[src/sv/vfq_pkg.sv]
// Shared types, constants and corner tables for the voxel face quad emitter.
package vfq_pkg;

    localparam logic [2:0] DIR_TOP    = 3'd0;
    localparam logic [2:0] DIR_BOTTOM = 3'd1;
    localparam logic [2:0] DIR_RIGHT  = 3'd2;
    localparam logic [2:0] DIR_LEFT   = 3'd3;
    localparam logic [2:0] DIR_FRONT  = 3'd4;
    localparam logic [2:0] DIR_BACK   = 3'd5;
    localparam logic [2:0] NUM_DIRS   = 3'd6;

    localparam logic [2:0] LAST_VERT  = 3'd5;

    localparam logic OP_FACE = 1'b0;
    localparam logic OP_CUBE = 1'b1;

    localparam int QUEUE_DEPTH = 2;
    localparam int QPTR_W      = $clog2(QUEUE_DEPTH);
    localparam int QCNT_W      = $clog2(QUEUE_DEPTH + 1);

    typedef enum logic [1:0] {
        OFF_NONE,
        OFF_ONE,
        OFF_W,
        OFF_H
    } vfq_off_t;

    typedef struct packed {
        vfq_off_t x;
        vfq_off_t y;
        vfq_off_t z;
    } vfq_corner_t;

    typedef struct packed {
        logic       cube;
        logic [7:0] pos_x;
        logic [7:0] pos_y;
        logic [7:0] pos_z;
        logic [2:0] dir;
        logic [7:0] voxel;
        logic [7:0] w;
        logic [7:0] h;
    } vfq_item_t;

    typedef struct packed {
        logic valid;
        logic full;
    } vfq_qstat_t;

    // corner index for each of the six emitted vertices: 0 1 2 2 3 0
    function automatic logic [1:0] emit_corner(input logic [2:0] k);
        logic [1:0] c;
        case (k)
            3'd0:    c = 2'd0;
            3'd1:    c = 2'd1;
            3'd2:    c = 2'd2;
            3'd3:    c = 2'd2;
            3'd4:    c = 2'd3;
            3'd5:    c = 2'd0;
            default: c = 2'd0;
        endcase
        return c;
    endfunction

    function automatic vfq_corner_t corner_offsets(input logic [2:0] dir,
                                                   input logic [1:0] corner);
        vfq_corner_t r;
        case ({dir, corner})
            {DIR_TOP, 2'd0}:    r = '{OFF_NONE, OFF_ONE,  OFF_NONE};
            {DIR_TOP, 2'd1}:    r = '{OFF_NONE, OFF_ONE,  OFF_W};
            {DIR_TOP, 2'd2}:    r = '{OFF_H,    OFF_ONE,  OFF_W};
            {DIR_TOP, 2'd3}:    r = '{OFF_H,    OFF_ONE,  OFF_NONE};
            {DIR_BOTTOM, 2'd0}: r = '{OFF_H,    OFF_NONE, OFF_NONE};
            {DIR_BOTTOM, 2'd1}: r = '{OFF_H,    OFF_NONE, OFF_W};
            {DIR_BOTTOM, 2'd2}: r = '{OFF_NONE, OFF_NONE, OFF_W};
            {DIR_BOTTOM, 2'd3}: r = '{OFF_NONE, OFF_NONE, OFF_NONE};
            {DIR_RIGHT, 2'd0}:  r = '{OFF_ONE,  OFF_W,    OFF_H};
            {DIR_RIGHT, 2'd1}:  r = '{OFF_ONE,  OFF_NONE, OFF_H};
            {DIR_RIGHT, 2'd2}:  r = '{OFF_ONE,  OFF_NONE, OFF_NONE};
            {DIR_RIGHT, 2'd3}:  r = '{OFF_ONE,  OFF_W,    OFF_NONE};
            {DIR_LEFT, 2'd0}:   r = '{OFF_NONE, OFF_W,    OFF_NONE};
            {DIR_LEFT, 2'd1}:   r = '{OFF_NONE, OFF_NONE, OFF_NONE};
            {DIR_LEFT, 2'd2}:   r = '{OFF_NONE, OFF_NONE, OFF_H};
            {DIR_LEFT, 2'd3}:   r = '{OFF_NONE, OFF_W,    OFF_H};
            {DIR_FRONT, 2'd0}:  r = '{OFF_NONE, OFF_H,    OFF_ONE};
            {DIR_FRONT, 2'd1}:  r = '{OFF_NONE, OFF_NONE, OFF_ONE};
            {DIR_FRONT, 2'd2}:  r = '{OFF_W,    OFF_NONE, OFF_ONE};
            {DIR_FRONT, 2'd3}:  r = '{OFF_W,    OFF_H,    OFF_ONE};
            {DIR_BACK, 2'd0}:   r = '{OFF_W,    OFF_H,    OFF_NONE};
            {DIR_BACK, 2'd1}:   r = '{OFF_W,    OFF_NONE, OFF_NONE};
            {DIR_BACK, 2'd2}:   r = '{OFF_NONE, OFF_NONE, OFF_NONE};
            {DIR_BACK, 2'd3}:   r = '{OFF_NONE, OFF_H,    OFF_NONE};
            default:            r = '{OFF_NONE, OFF_NONE, OFF_NONE};
        endcase
        return r;
    endfunction

    // coordinate plus selected offset, wrapping modulo 256
    function automatic logic [7:0] add_off(input logic [7:0] pos,
                                           input vfq_off_t code,
                                           input logic [7:0] w,
                                           input logic [7:0] h);
        logic [7:0] off;
        case (code)
            OFF_ONE: off = 8'd1;
            OFF_W:   off = w;
            OFF_H:   off = h;
            default: off = 8'd0;
        endcase
        return pos + off;
    endfunction

endpackage

[src/sv/vfq_front.sv]
// Front end: takes requests, drops faces with no valid direction, feeds the queue.
module vfq_front
    import vfq_pkg::*;
(
    input  logic       clk,
    input  logic       rst_n,
    input  logic       start,
    input  logic       opcode,
    input  logic [7:0] pos_x,
    input  logic [7:0] pos_y,
    input  logic [7:0] pos_z,
    input  logic [2:0] direction,
    input  logic [7:0] voxel_id,
    input  logic [7:0] width,
    input  logic [7:0] height,
    input  vfq_qstat_t qstat,
    output logic       busy,
    output logic       push,
    output vfq_item_t  push_item
);

    logic      stage_valid_reg;
    logic      stage_valid_next;
    vfq_item_t stage_reg;
    logic      accept;
    logic      keep;

    assign busy      = stage_valid_reg && qstat.full;
    assign push      = stage_valid_reg && !qstat.full;
    assign push_item = stage_reg;
    assign accept    = start && !busy;
    assign keep      = (opcode == OP_CUBE) || (direction < NUM_DIRS);

    always_comb
    begin
        stage_valid_next = stage_valid_reg;
        if (accept)
        begin
            stage_valid_next = keep;
        end
        else if (push)
        begin
            stage_valid_next = 1'b0;
        end
    end

    always_ff @(posedge clk or negedge rst_n)
    begin
        if (!rst_n)
        begin
            stage_valid_reg <= 1'b0;
        end
        else
        begin
            stage_valid_reg <= stage_valid_next;
        end
    end

    always_ff @(posedge clk)
    begin
        if (accept)
        begin
            stage_reg.cube  <= opcode;
            stage_reg.pos_x <= pos_x;
            stage_reg.pos_y <= pos_y;
            stage_reg.pos_z <= pos_z;
            stage_reg.dir   <= direction;
            stage_reg.voxel <= voxel_id;
            stage_reg.w     <= width;
            stage_reg.h     <= height;
        end
    end

endmodule

[src/sv/vfq_queue.sv]
// Short first-word-fall-through queue between front and back ends.
module vfq_queue
    import vfq_pkg::*;
(
    input  logic       clk,
    input  logic       rst_n,
    input  logic       push,
    input  vfq_item_t  push_item,
    input  logic       pop,
    output vfq_item_t  head,
    output vfq_qstat_t qstat
);

    vfq_item_t         entry_reg [QUEUE_DEPTH];
    logic [QPTR_W-1:0] wr_ptr_reg;
    logic [QPTR_W-1:0] rd_ptr_reg;
    logic [QCNT_W-1:0] count_reg;

    assign head        = entry_reg[rd_ptr_reg];
    assign qstat.valid = (count_reg != '0);
    assign qstat.full  = (count_reg == QCNT_W'(QUEUE_DEPTH));

    always_ff @(posedge clk or negedge rst_n)
    begin
        if (!rst_n)
        begin
            wr_ptr_reg <= '0;
            rd_ptr_reg <= '0;
            count_reg  <= '0;
        end
        else
        begin
            if (push)
            begin
                wr_ptr_reg <= (wr_ptr_reg == QPTR_W'(QUEUE_DEPTH - 1)) ?
                              '0 : wr_ptr_reg + 1'b1;
            end
            if (pop)
            begin
                rd_ptr_reg <= (rd_ptr_reg == QPTR_W'(QUEUE_DEPTH - 1)) ?
                              '0 : rd_ptr_reg + 1'b1;
            end
            if (push && !pop)
            begin
                count_reg <= count_reg + 1'b1;
            end
            else if (pop && !push)
            begin
                count_reg <= count_reg - 1'b1;
            end
        end
    end

    always_ff @(posedge clk)
    begin
        if (push)
        begin
            entry_reg[wr_ptr_reg] <= push_item;
        end
    end

endmodule

[src/sv/vfq_back.sv]
// Back end: steps through faces and vertices of a job, one vertex per cycle.
module vfq_back
    import vfq_pkg::*;
(
    input  logic       clk,
    input  logic       rst_n,
    input  vfq_item_t  head,
    input  vfq_qstat_t qstat,
    output logic       pop,
    output logic       vert_strobe,
    output logic [7:0] vert_x,
    output logic [7:0] vert_y,
    output logic [7:0] vert_z,
    output logic [7:0] vert_voxel,
    output logic [2:0] vert_face,
    output logic       last_vertex
);

    vfq_item_t   cur_reg;
    logic        active_reg;
    logic [2:0]  face_reg;
    logic [2:0]  k_reg;
    logic        strobe_reg;
    logic [7:0]  x_reg;
    logic [7:0]  y_reg;
    logic [7:0]  z_reg;
    logic [7:0]  voxel_reg;
    logic [2:0]  face_out_reg;
    logic        last_reg;

    logic        face_done;
    logic        job_done;
    logic [2:0]  dir;
    logic [7:0]  ext_w;
    logic [7:0]  ext_h;
    vfq_corner_t offs;

    always_comb
    begin
        dir       = cur_reg.cube ? face_reg : cur_reg.dir;
        ext_w     = cur_reg.cube ? 8'd1 : cur_reg.w;
        ext_h     = cur_reg.cube ? 8'd1 : cur_reg.h;
        offs      = corner_offsets(dir, emit_corner(k_reg));
        face_done = (k_reg == LAST_VERT);
        job_done  = active_reg && face_done && (!cur_reg.cube || face_reg == DIR_BACK);
        pop       = qstat.valid && (!active_reg || job_done);
    end

    always_ff @(posedge clk or negedge rst_n)
    begin
        if (!rst_n)
        begin
            active_reg <= 1'b0;
            face_reg   <= DIR_TOP;
            k_reg      <= '0;
            strobe_reg <= 1'b0;
        end
        else
        begin
            strobe_reg <= active_reg;
            if (pop)
            begin
                active_reg <= 1'b1;
                face_reg   <= DIR_TOP;
                k_reg      <= '0;
            end
            else if (job_done)
            begin
                active_reg <= 1'b0;
            end
            else if (active_reg)
            begin
                if (face_done)
                begin
                    k_reg    <= '0;
                    face_reg <= face_reg + 1'b1;
                end
                else
                begin
                    k_reg <= k_reg + 1'b1;
                end
            end
        end
    end

    always_ff @(posedge clk)
    begin
        if (pop)
        begin
            cur_reg <= head;
        end
        x_reg        <= add_off(cur_reg.pos_x, offs.x, ext_w, ext_h);
        y_reg        <= add_off(cur_reg.pos_y, offs.y, ext_w, ext_h);
        z_reg        <= add_off(cur_reg.pos_z, offs.z, ext_w, ext_h);
        voxel_reg    <= cur_reg.voxel;
        face_out_reg <= dir;
        last_reg     <= job_done;
    end

    assign vert_strobe = strobe_reg;
    assign vert_x      = x_reg;
    assign vert_y      = y_reg;
    assign vert_z      = z_reg;
    assign vert_voxel  = voxel_reg;
    assign vert_face   = face_out_reg;
    assign last_vertex = last_reg;

endmodule

[src/sv/voxel_face_quad_emitter.sv]
// Top level of the voxel face quad emitter: front end, request queue and vertex back end.
//
// A request is taken on a rising edge with start high and busy low. A sized face
// (opcode 0) yields six vertices, a unit cube (opcode 1) yields 36, one vertex per
// cycle on vert_* marked by vert_strobe, with last_vertex on the final one; the
// receiver must take every vertex as it appears. A sized face with direction six
// or seven yields nothing. Throughput is set by the vertex back end, with face
// requests sustained back to back. A one-entry input stage and a two-entry queue
// absorb up to three requests ahead of the one being emitted; busy rises when
// they are all held. When the block is idle, a request passes the input stage,
// the queue and the back end's job register before its first vertex is registered.
module voxel_face_quad_emitter
    import vfq_pkg::*;
(
    input  logic       clk,
    input  logic       rst_n,
    input  logic       start,
    output logic       busy,
    input  logic       opcode,
    input  logic [7:0] pos_x,
    input  logic [7:0] pos_y,
    input  logic [7:0] pos_z,
    input  logic [2:0] direction,
    input  logic [7:0] voxel_id,
    input  logic [7:0] width,
    input  logic [7:0] height,
    output logic       vert_strobe,
    output logic [7:0] vert_x,
    output logic [7:0] vert_y,
    output logic [7:0] vert_z,
    output logic [7:0] vert_voxel,
    output logic [2:0] vert_face,
    output logic       last_vertex
);

    logic       push;
    logic       pop;
    vfq_item_t  push_item;
    vfq_item_t  head;
    vfq_qstat_t qstat;

    vfq_front u_front (
        .clk       (clk),
        .rst_n     (rst_n),
        .start     (start),
        .opcode    (opcode),
        .pos_x     (pos_x),
        .pos_y     (pos_y),
        .pos_z     (pos_z),
        .direction (direction),
        .voxel_id  (voxel_id),
        .width     (width),
        .height    (height),
        .qstat     (qstat),
        .busy      (busy),
        .push      (push),
        .push_item (push_item)
    );

    vfq_queue u_queue (
        .clk       (clk),
        .rst_n     (rst_n),
        .push      (push),
        .push_item (push_item),
        .pop       (pop),
        .head      (head),
        .qstat     (qstat)
    );

    vfq_back u_back (
        .clk         (clk),
        .rst_n       (rst_n),
        .head        (head),
        .qstat       (qstat),
        .pop         (pop),
        .vert_strobe (vert_strobe),
        .vert_x      (vert_x),
        .vert_y      (vert_y),
        .vert_z      (vert_z),
        .vert_voxel  (vert_voxel),
        .vert_face   (vert_face),
        .last_vertex (last_vertex)
    );

`ifndef ASSERT_OFF
    // queue never written when full nor read when empty
    a_no_overflow: assert property (@(posedge clk) disable iff (!rst_n)
        !(push && qstat.full))
        else $error("queue write while full");

    a_no_underflow: assert property (@(posedge clk) disable iff (!rst_n)
        !(pop && !qstat.valid))
        else $error("queue read while empty");

    // emitted vertices always carry a real face code
    a_face_code: assert property (@(posedge clk) disable iff (!rst_n)
        vert_strobe |-> (vert_face < NUM_DIRS))
        else $error("vertex with bad face code");

    // after the closing vertex, the stream goes on only if the next job was
    // popped in the cycle that produced that closing vertex
    a_last_on_back_or_face: assert property (@(posedge clk) disable iff (!rst_n)
        (vert_strobe && last_vertex) |=> (!vert_strobe || $past(pop, 2)))
        else $error("vertex stream continued past end of run without a new job");
`endif

endmodule

[config.mk]
export PLATFORM = sky130hd
export DESIGN_NAME = voxel_face_quad_emitter
export DESIGN_NICKNAME = d
export VERILOG_FILES = /design/src/sv/vfq_pkg.sv /design/src/sv/vfq_front.sv /design/src/sv/vfq_queue.sv /design/src/sv/vfq_back.sv /design/src/sv/voxel_face_quad_emitter.sv
export SDC_FILE = /design/constraint.sdc
export NUM_CORES = 1
export LEC_CHECK = 0
export ABC_AREA = 1
export BUFFER_PORTS_ARGS = -buffer_cell sky130_fd_sc_hd__buf_2
export CAP_MARGIN = 20
export CORE_AREA = 3 3 129 131
export DETAILED_ROUTE_END_ITERATION = 6
export DIE_AREA = 0 0 132 134
export PLACE_DENSITY = 0.89
export SLEW_MARGIN = 10
export SYNTH_ARGS = -nofsm -noshare
export SYNTH_HDL_FRONTEND = slang
export SYNTH_SLANG_ARGS = --single-unit
[constraint.sdc]
create_clock -name clk -period 6.2 [get_ports clk]
set_input_delay 0.62 -clock clk [delete_from_list [all_inputs] [get_ports clk]]
set_output_delay 0.62 -clock clk [all_outputs]
set_load 0.02 [all_outputs]
# Word level (Yosys, flattened, before mapping)
# Memories as Yosys holds them, arrays and structs flattened. A register that Yosys moved wholly into a read port is not among the register bits.
# Cells that the tools add are included.
# op_classes
addsub	9
magnitude_cmp	1
n_eq_ne	17
mux	25
reduce_logical	26
# ops
op	count
$pmux 8 s3	3
$mux 3	9
$add 8x8->8	3
$mux 8	2
$eq 2x2->1 const B	7
$reduce_bool 2->1	6
$eq 3x3->1 const B	3
$logic_and 1x1->1	8
$mux 1	8
$add 3x1->3 const B	2
$eq 2x1->1 const B	3
$eq 3x2->1 const B	2
$logic_not 1->1	6
$pmux 2 s3	1
$mux 2	2
$eq 3x1->1 const B	1
$logic_or 1x1->1	3
$lt 3x3->1 const B	1
$reduce_and 3->1	1
$add 1x1->1 const B	2
$add 2x1->2 const B	1
$ne 2x2->1 const B	1
$reduce_and 2->1	1
$reduce_or 2->1	1
$sub 2x1->2 const B	1
# totals
ff_bits	101
ramBits	104
rom_bits	192
input_bits	55
out_inout_bits	38
n_memories	2
# mem_list
memory	depth	word_bits	rd	rd_ports_with_merged_regs	write_ports	line	rtl
(no name shown)	32	6	1	0	0	vfq_pkg.sv:68	case ({dir, corner})
u_queue.entry_reg	2	52	1	1	1	vfq_queue.sv:14	vfq_item_t entry_reg [QUEUE_DEPTH];

# Depth between registers and ports, before layout
# logic_depth
word_depth	8
ltp_mapped	21
depth_no_buf	21

# Modules after synthesis
# Synthesis repeated with hierarchy kept, for this count alone.
# hier_totals
cells_unflattened	616
area_unflattened_um2	9919.5
# modules_own_cells
mod	n_inst	cells_per_inst	area_each_um2	seq_area_each_um2
vfq_queue	1	187	4210.3	3223.1
vfq_back	1	366	4078.9	2482.4
vfq_front	1	63	1630.3	1586.5

# Least setup slack after synthesis
# Ideal clock, no wire load.
# synth_timing
kind	register -> register
from	register u_back.face_reg[1]
to	register u_queue.count_reg[1]
arrival_time_ns	4.092
required_ns	6.069
slack_ns	1.977
stages_incl_launch_ff	14
period_less_slack_ns	4.223
path_cell_list	dfrtp_1 > inv_1 > ha_1 > nand2_1 > nand2_1 > nand2_1 > inv_1 > nor2_1 > nor2_1 > inv_1 > ha_1 > a21oi_1 > o21ai_0 > xor2_1
# synth_between
elab_chain_len	8
elab_cells_between_ends	10
classes_between	eq/ne (1); mux (1); reduce/logical (8)
# synth_lines
element	line	rtl
start, declared	vfq_back.sv:21	logic [2:0] face_reg;
start signal, assigned	vfq_back.sv:76	face_reg <= face_reg + 1'b1;
$eq 3x3->1 (*)	vfq_back.sv:45	job_done = active_reg && face_done && (!cur_reg.cube || face_reg == DIR_BACK);
$logic_or 1x1->1 (*)	vfq_back.sv:45	
$logic_and 1x1->1 (*)	vfq_back.sv:45	
net u_back.job_done	vfq_back.sv:32	logic job_done;
$logic_or 1x1->1 (*)	vfq_back.sv:46	pop = qstat.valid && (!active_reg || job_done);
$logic_and 1x1->1 (*)	vfq_back.sv:46	
net pop	voxel_face_quad_emitter.sv:37	logic pop;
$logic_not 1->1	vfq_queue.sv:43	if (push && !pop)
$logic_and 1x1->1	vfq_queue.sv:43	
$mux 2 / $reduce_bool 2->1 (equally long branches)	--	
end signal, assigned	vfq_queue.sv:45	count_reg <= count_reg + 1'b1;
end signal, assigned	vfq_queue.sv:49	count_reg <= count_reg - 1'b1;
end, declared	vfq_queue.sv:17	logic [QCNT_W-1:0] count_reg;
# The timed path passes the listed nets; every way through them passes the cells marked *.
# A chain may end at the register's enable or synchronous reset.

# Final worst setup path
# layout_timing
from	register, netlist name u_back.cur_reg[51]
to	register u_back.z_reg[7], in the netlist u_back.vert_z[7]
# layout_between
elab_chain_len	5
elab_cells_between_ends	9
classes_between	add/sub (1); eq/ne (3); mux (4); memory (1)
# layout_lines
element	line	rtl
$mux 3 (*)	vfq_back.sv:40	dir = cur_reg.cube ? face_reg : cur_reg.dir;
net u_back.dir[2]	vfq_back.sv:33	logic [2:0] dir;
$mem_v2 32x6 (*)	--	
$eq 2x2->1 / $eq 2x1->1 (equally long branches)	vfq_pkg.sv:104	case (code)
$pmux 8 s3 (*)	vfq_pkg.sv:104	
$add 8x8->8 (*)	vfq_pkg.sv:110	return pos + off;
end signal, assigned	vfq_back.sv:94	z_reg <= add_off(cur_reg.pos_z, offs.z, ext_w, ext_h);
end, declared	vfq_back.sv:26	logic [7:0] z_reg;
# Marks and branches as above.

==> impl_metrics.yaml <==
critical_path:
  path_cells: "inv_1 > nor2_4 > nor2_8 > nor2_4 > inv_2 > nand2_1 > a21boi_4 > nand2_4 > o22ai_1 > ha_1 > a21oi_1 > nand2_1 > nand4_1 > nand2_1 > or2_2 > nand2_1 > inv_1 > nand3_1 > nand2_1"
  slowest_stage: "edfxtp_1"
  crit_arrival_ns: 3.76
  worst_setup_path_start_kind: "flop"
  max_stage_delay_ns: 0.64
  crit_type: "reg -> reg"
  rr_worst_depth: 19
  cp_max_fo: 14
  crit_top_cell: "nand2_1"
  cp_data_required_time_ns: 6.61
  end_kind: "flop"
die:
  die_h_um: 134
  coreArea_um2: 15700
  die-area_um2: 17700
  die-width_um: 132
  initial_core_util: 0.620
  rows: 46
  ios: 93
timing:
  fmax_ghz: 0.299
  finalMaxSlewViolations: 0
  final-hold-violation-count: 0
  whs_ns: 0.272
  grt_setup_unrepaired: "false"
  clock_skew_ns: 0.0128
  relSlewSlack: 0.515
  fin_tns_setup_ns: 0
  fin_crit_sh: 0.540
  fin_crit_ns: 3.35
  setup_viol: 0
  worstMarginPinSlew_ns: 0.727
logic_synthesis:
  syn-cell-area_um2: 9730
  synth-edff-count: 208
  synth_nets: 814
  yosysTopAreaCell: "edfxtp_1"
  syn_area_per_cell_um2: 13.3
  ys_types: 37
  synth_cells: 731
  ys_warn_count: 0
  synth.area.top_cells: "edfxtp_1 (64%), nand2_1 (9.1%), dfxtp_1 (7.4%)"
  synth_top_area_share: 0.642
  ys_top_cells_by_count: "nand2_1 (236), edfxtp_1 (208), inv_1 (51)"
  ys.flop_type: "edfxtp_1"
  async_flop_share: 0.0506
  synth.most_common_cell: "nand2_1"
  synth-seq-cells: 257
  seq_area_frac_synth: 0.749
pwr:
  vdd_drop_max_uv: 361
  p_clk_frac: 0.275
  pwr-share-comb: 0.267
  power_frac_seq: 0.458
  p_int_w: 0.00386
  p_sw_w: 0.00187
  swShare: 0.326
  power.static_leakage_nw: 4.72
  power_w: 0.00573
  power_density_nw_per_um2: 504
grt:
  overflow: 0
  grt_pass1_wl_um: 28200
  antenna_found_initial: 0
  grt_max_degree: 56
  grt_pass1_vias: 5588
  grt_use_total: 0.203
clock_network:
  clk_path_buf_depth: 3
  cts_tree: "yes"
  clock_latency_ns: 0.52
  clk_pin_slew_ns: 0.06
  htreeDepth: 1
  cts_made_buffers: 26
  clock_sinks: 257
  root_buffer: "clkbuf_16"
run:
  cap_viol_max_count: 0
drt:
  num_vias: 5716
  wl_um: 18200
  vias_per_cell: 5.29
  drt_first_pass_iters: 6
  ant_nets: 0
  drt_iter0_drc: 521
  avgRoutedWirePerCell_um: 16.9
  route.detailed.drc: 0
final_layout:
  seq_area_um2: 7290
  largest_register_ffs: 104
  multi_input_area_um2: 2200
  fin_nets: 928
  drive_gt1_frac: 0.192
  num-fill-cells: 962
  diodes: 0
  area_delta_synth_final_pct: 16.9
placed_design:
  portBuffers: 92
  dp_hpwl_um: 11400
  place_congestion: 0.947
status:
  status: "completed"
min_path:
  min_path_type: "in -> reg"
  hold_path_depth: 1
stage by stage:
step           worst slack, ns  area, µm²  instances  utilization
2_1_floorplan             1.98       9730        731            -
3_3_place_gp              2.98      10500       1031        0.666
3_5_place_dp              2.85      10500       1031        0.666
4_1_cts                   2.83      11400       1080        0.723
5_1_grt                   2.49      11400       1081        0.724
6_report                  2.85      11400       1081        0.724
kinds of logic after synthesis:
kind of cell,count (synthesis),synth area share
AO/OA/AOI/OAI,67,0.0433
XOR/XNOR,19,0.0171
adder cells (fa/ha/maj),28,0.0383
buffers and inverters,69,0.0274
flip-flops,257,0.749
AND/OR/NAND/NOR,291,0.125
path summary, 6_finish.rpt:
check | startpoint | end | slack (ns)
worst max-delay path | u_back.cur_reg[51] | u_back.vert_z[7] | 2.85
worst min-delay path | pos_y[6] | u_front.push_item[41] | 0.27
worst max register to register | u_back.cur_reg[51] | u_back.vert_z[7] | 2.85
worst min register to register | u_back.cur_reg[19] | u_back.vert_voxel[3] | 0.34
max in group asynchronous | rst_n | u_back.face_reg[1] | 5.44
min in group asynchronous | rst_n | u_queue.wr_ptr_reg | 0.52
timing repair:
item | CTS | global route
resized for setup | 0 | 0
setup buffers | 0 | 0
hold buffers | 1 | 0
endpoints found under the hold margin | 13 | 0
routing by layer:
layer / share of wire / wire length (µm) / vias to the layer above / global-route usage
met5: 0 / 0 / - / 0
met4: 0.040 / 728 / 0 / 0.0945
met3: 0.069 / 1260 / 61 / 0.0431
met2: 0.50 / 9030 / 224 / 0.342
met1: 0.40 / 7210 / 2686 / 0.255
li1: - / - / 2745 / -
critical path: cells and delay by family, from the launching register on:
family,cells,cell delay [ns]
simple gates,12,1.34
flops,1,0.64
compound gates,3,0.54
buf+inv,3,0.42
fa+ha+maj,1,0.31
cell type report:
cell class              instances  area share
clock inverters                16      0.0142
well taps                     216      0.0238
multi-input cells             405       0.193
flip-flops and latches        257       0.641
clock buffers                  32      0.0628
repair buffers                 99      0.0464
inverters                      56      0.0185
cells in the final DEF (no fill, tap or decap), types with 2 or more instances in the layout:
master	synthesis	routed
o21ai_0	12	12
o31ai_1	2	2
nand2_1	236	236
xor2_1	11	11
inv_6	0	2
edfxtp_1	208	208
dfxtp_1	36	36
inv_2	4	5
xnor2_1	8	8
fa_1	3	3
buf_4	0	5
nand4_1	2	2
ha_1	25	25
clkbuf_8	0	2
clkinv_1	1	6
nor2_4	4	7
nand3_1	19	19
o22ai_1	19	19
nor2_1	18	15
clkinvlp_4	0	2
clkinv_2	0	4
inv_1	51	50
clkbuf_16	0	27
nand3_2	4	4
or2_2	3	3
bufinv_16	0	3
buf_2	0	92
o21ai_2	2	2
clkbuf_1	11	3
a21oi_1	23	23
dfrtp_1	13	13
a31oi_1	3	3
power groups by stage:
| stage | Sequential [W] | Combinational (W) | Clock, W |
|---|---|---|---|
| 6_report | 0.00262 | 0.00153 | 0.00158 |
| 5_1_grt | 0.00266 | 0.00170 | 0.00166 |
| 4_1_cts | 0.00262 | 0.00154 | 0.00160 |
| 3_5_place_dp | 0.00265 | 0.00150 | 0 |
| 3_3_place_gp | 0.00262 | 0.00146 | 0 |
| 2_1_floorplan | 0.00275 | 0.000948 | 0 |
No activity file was read; power rests on OpenSTA's default activity.
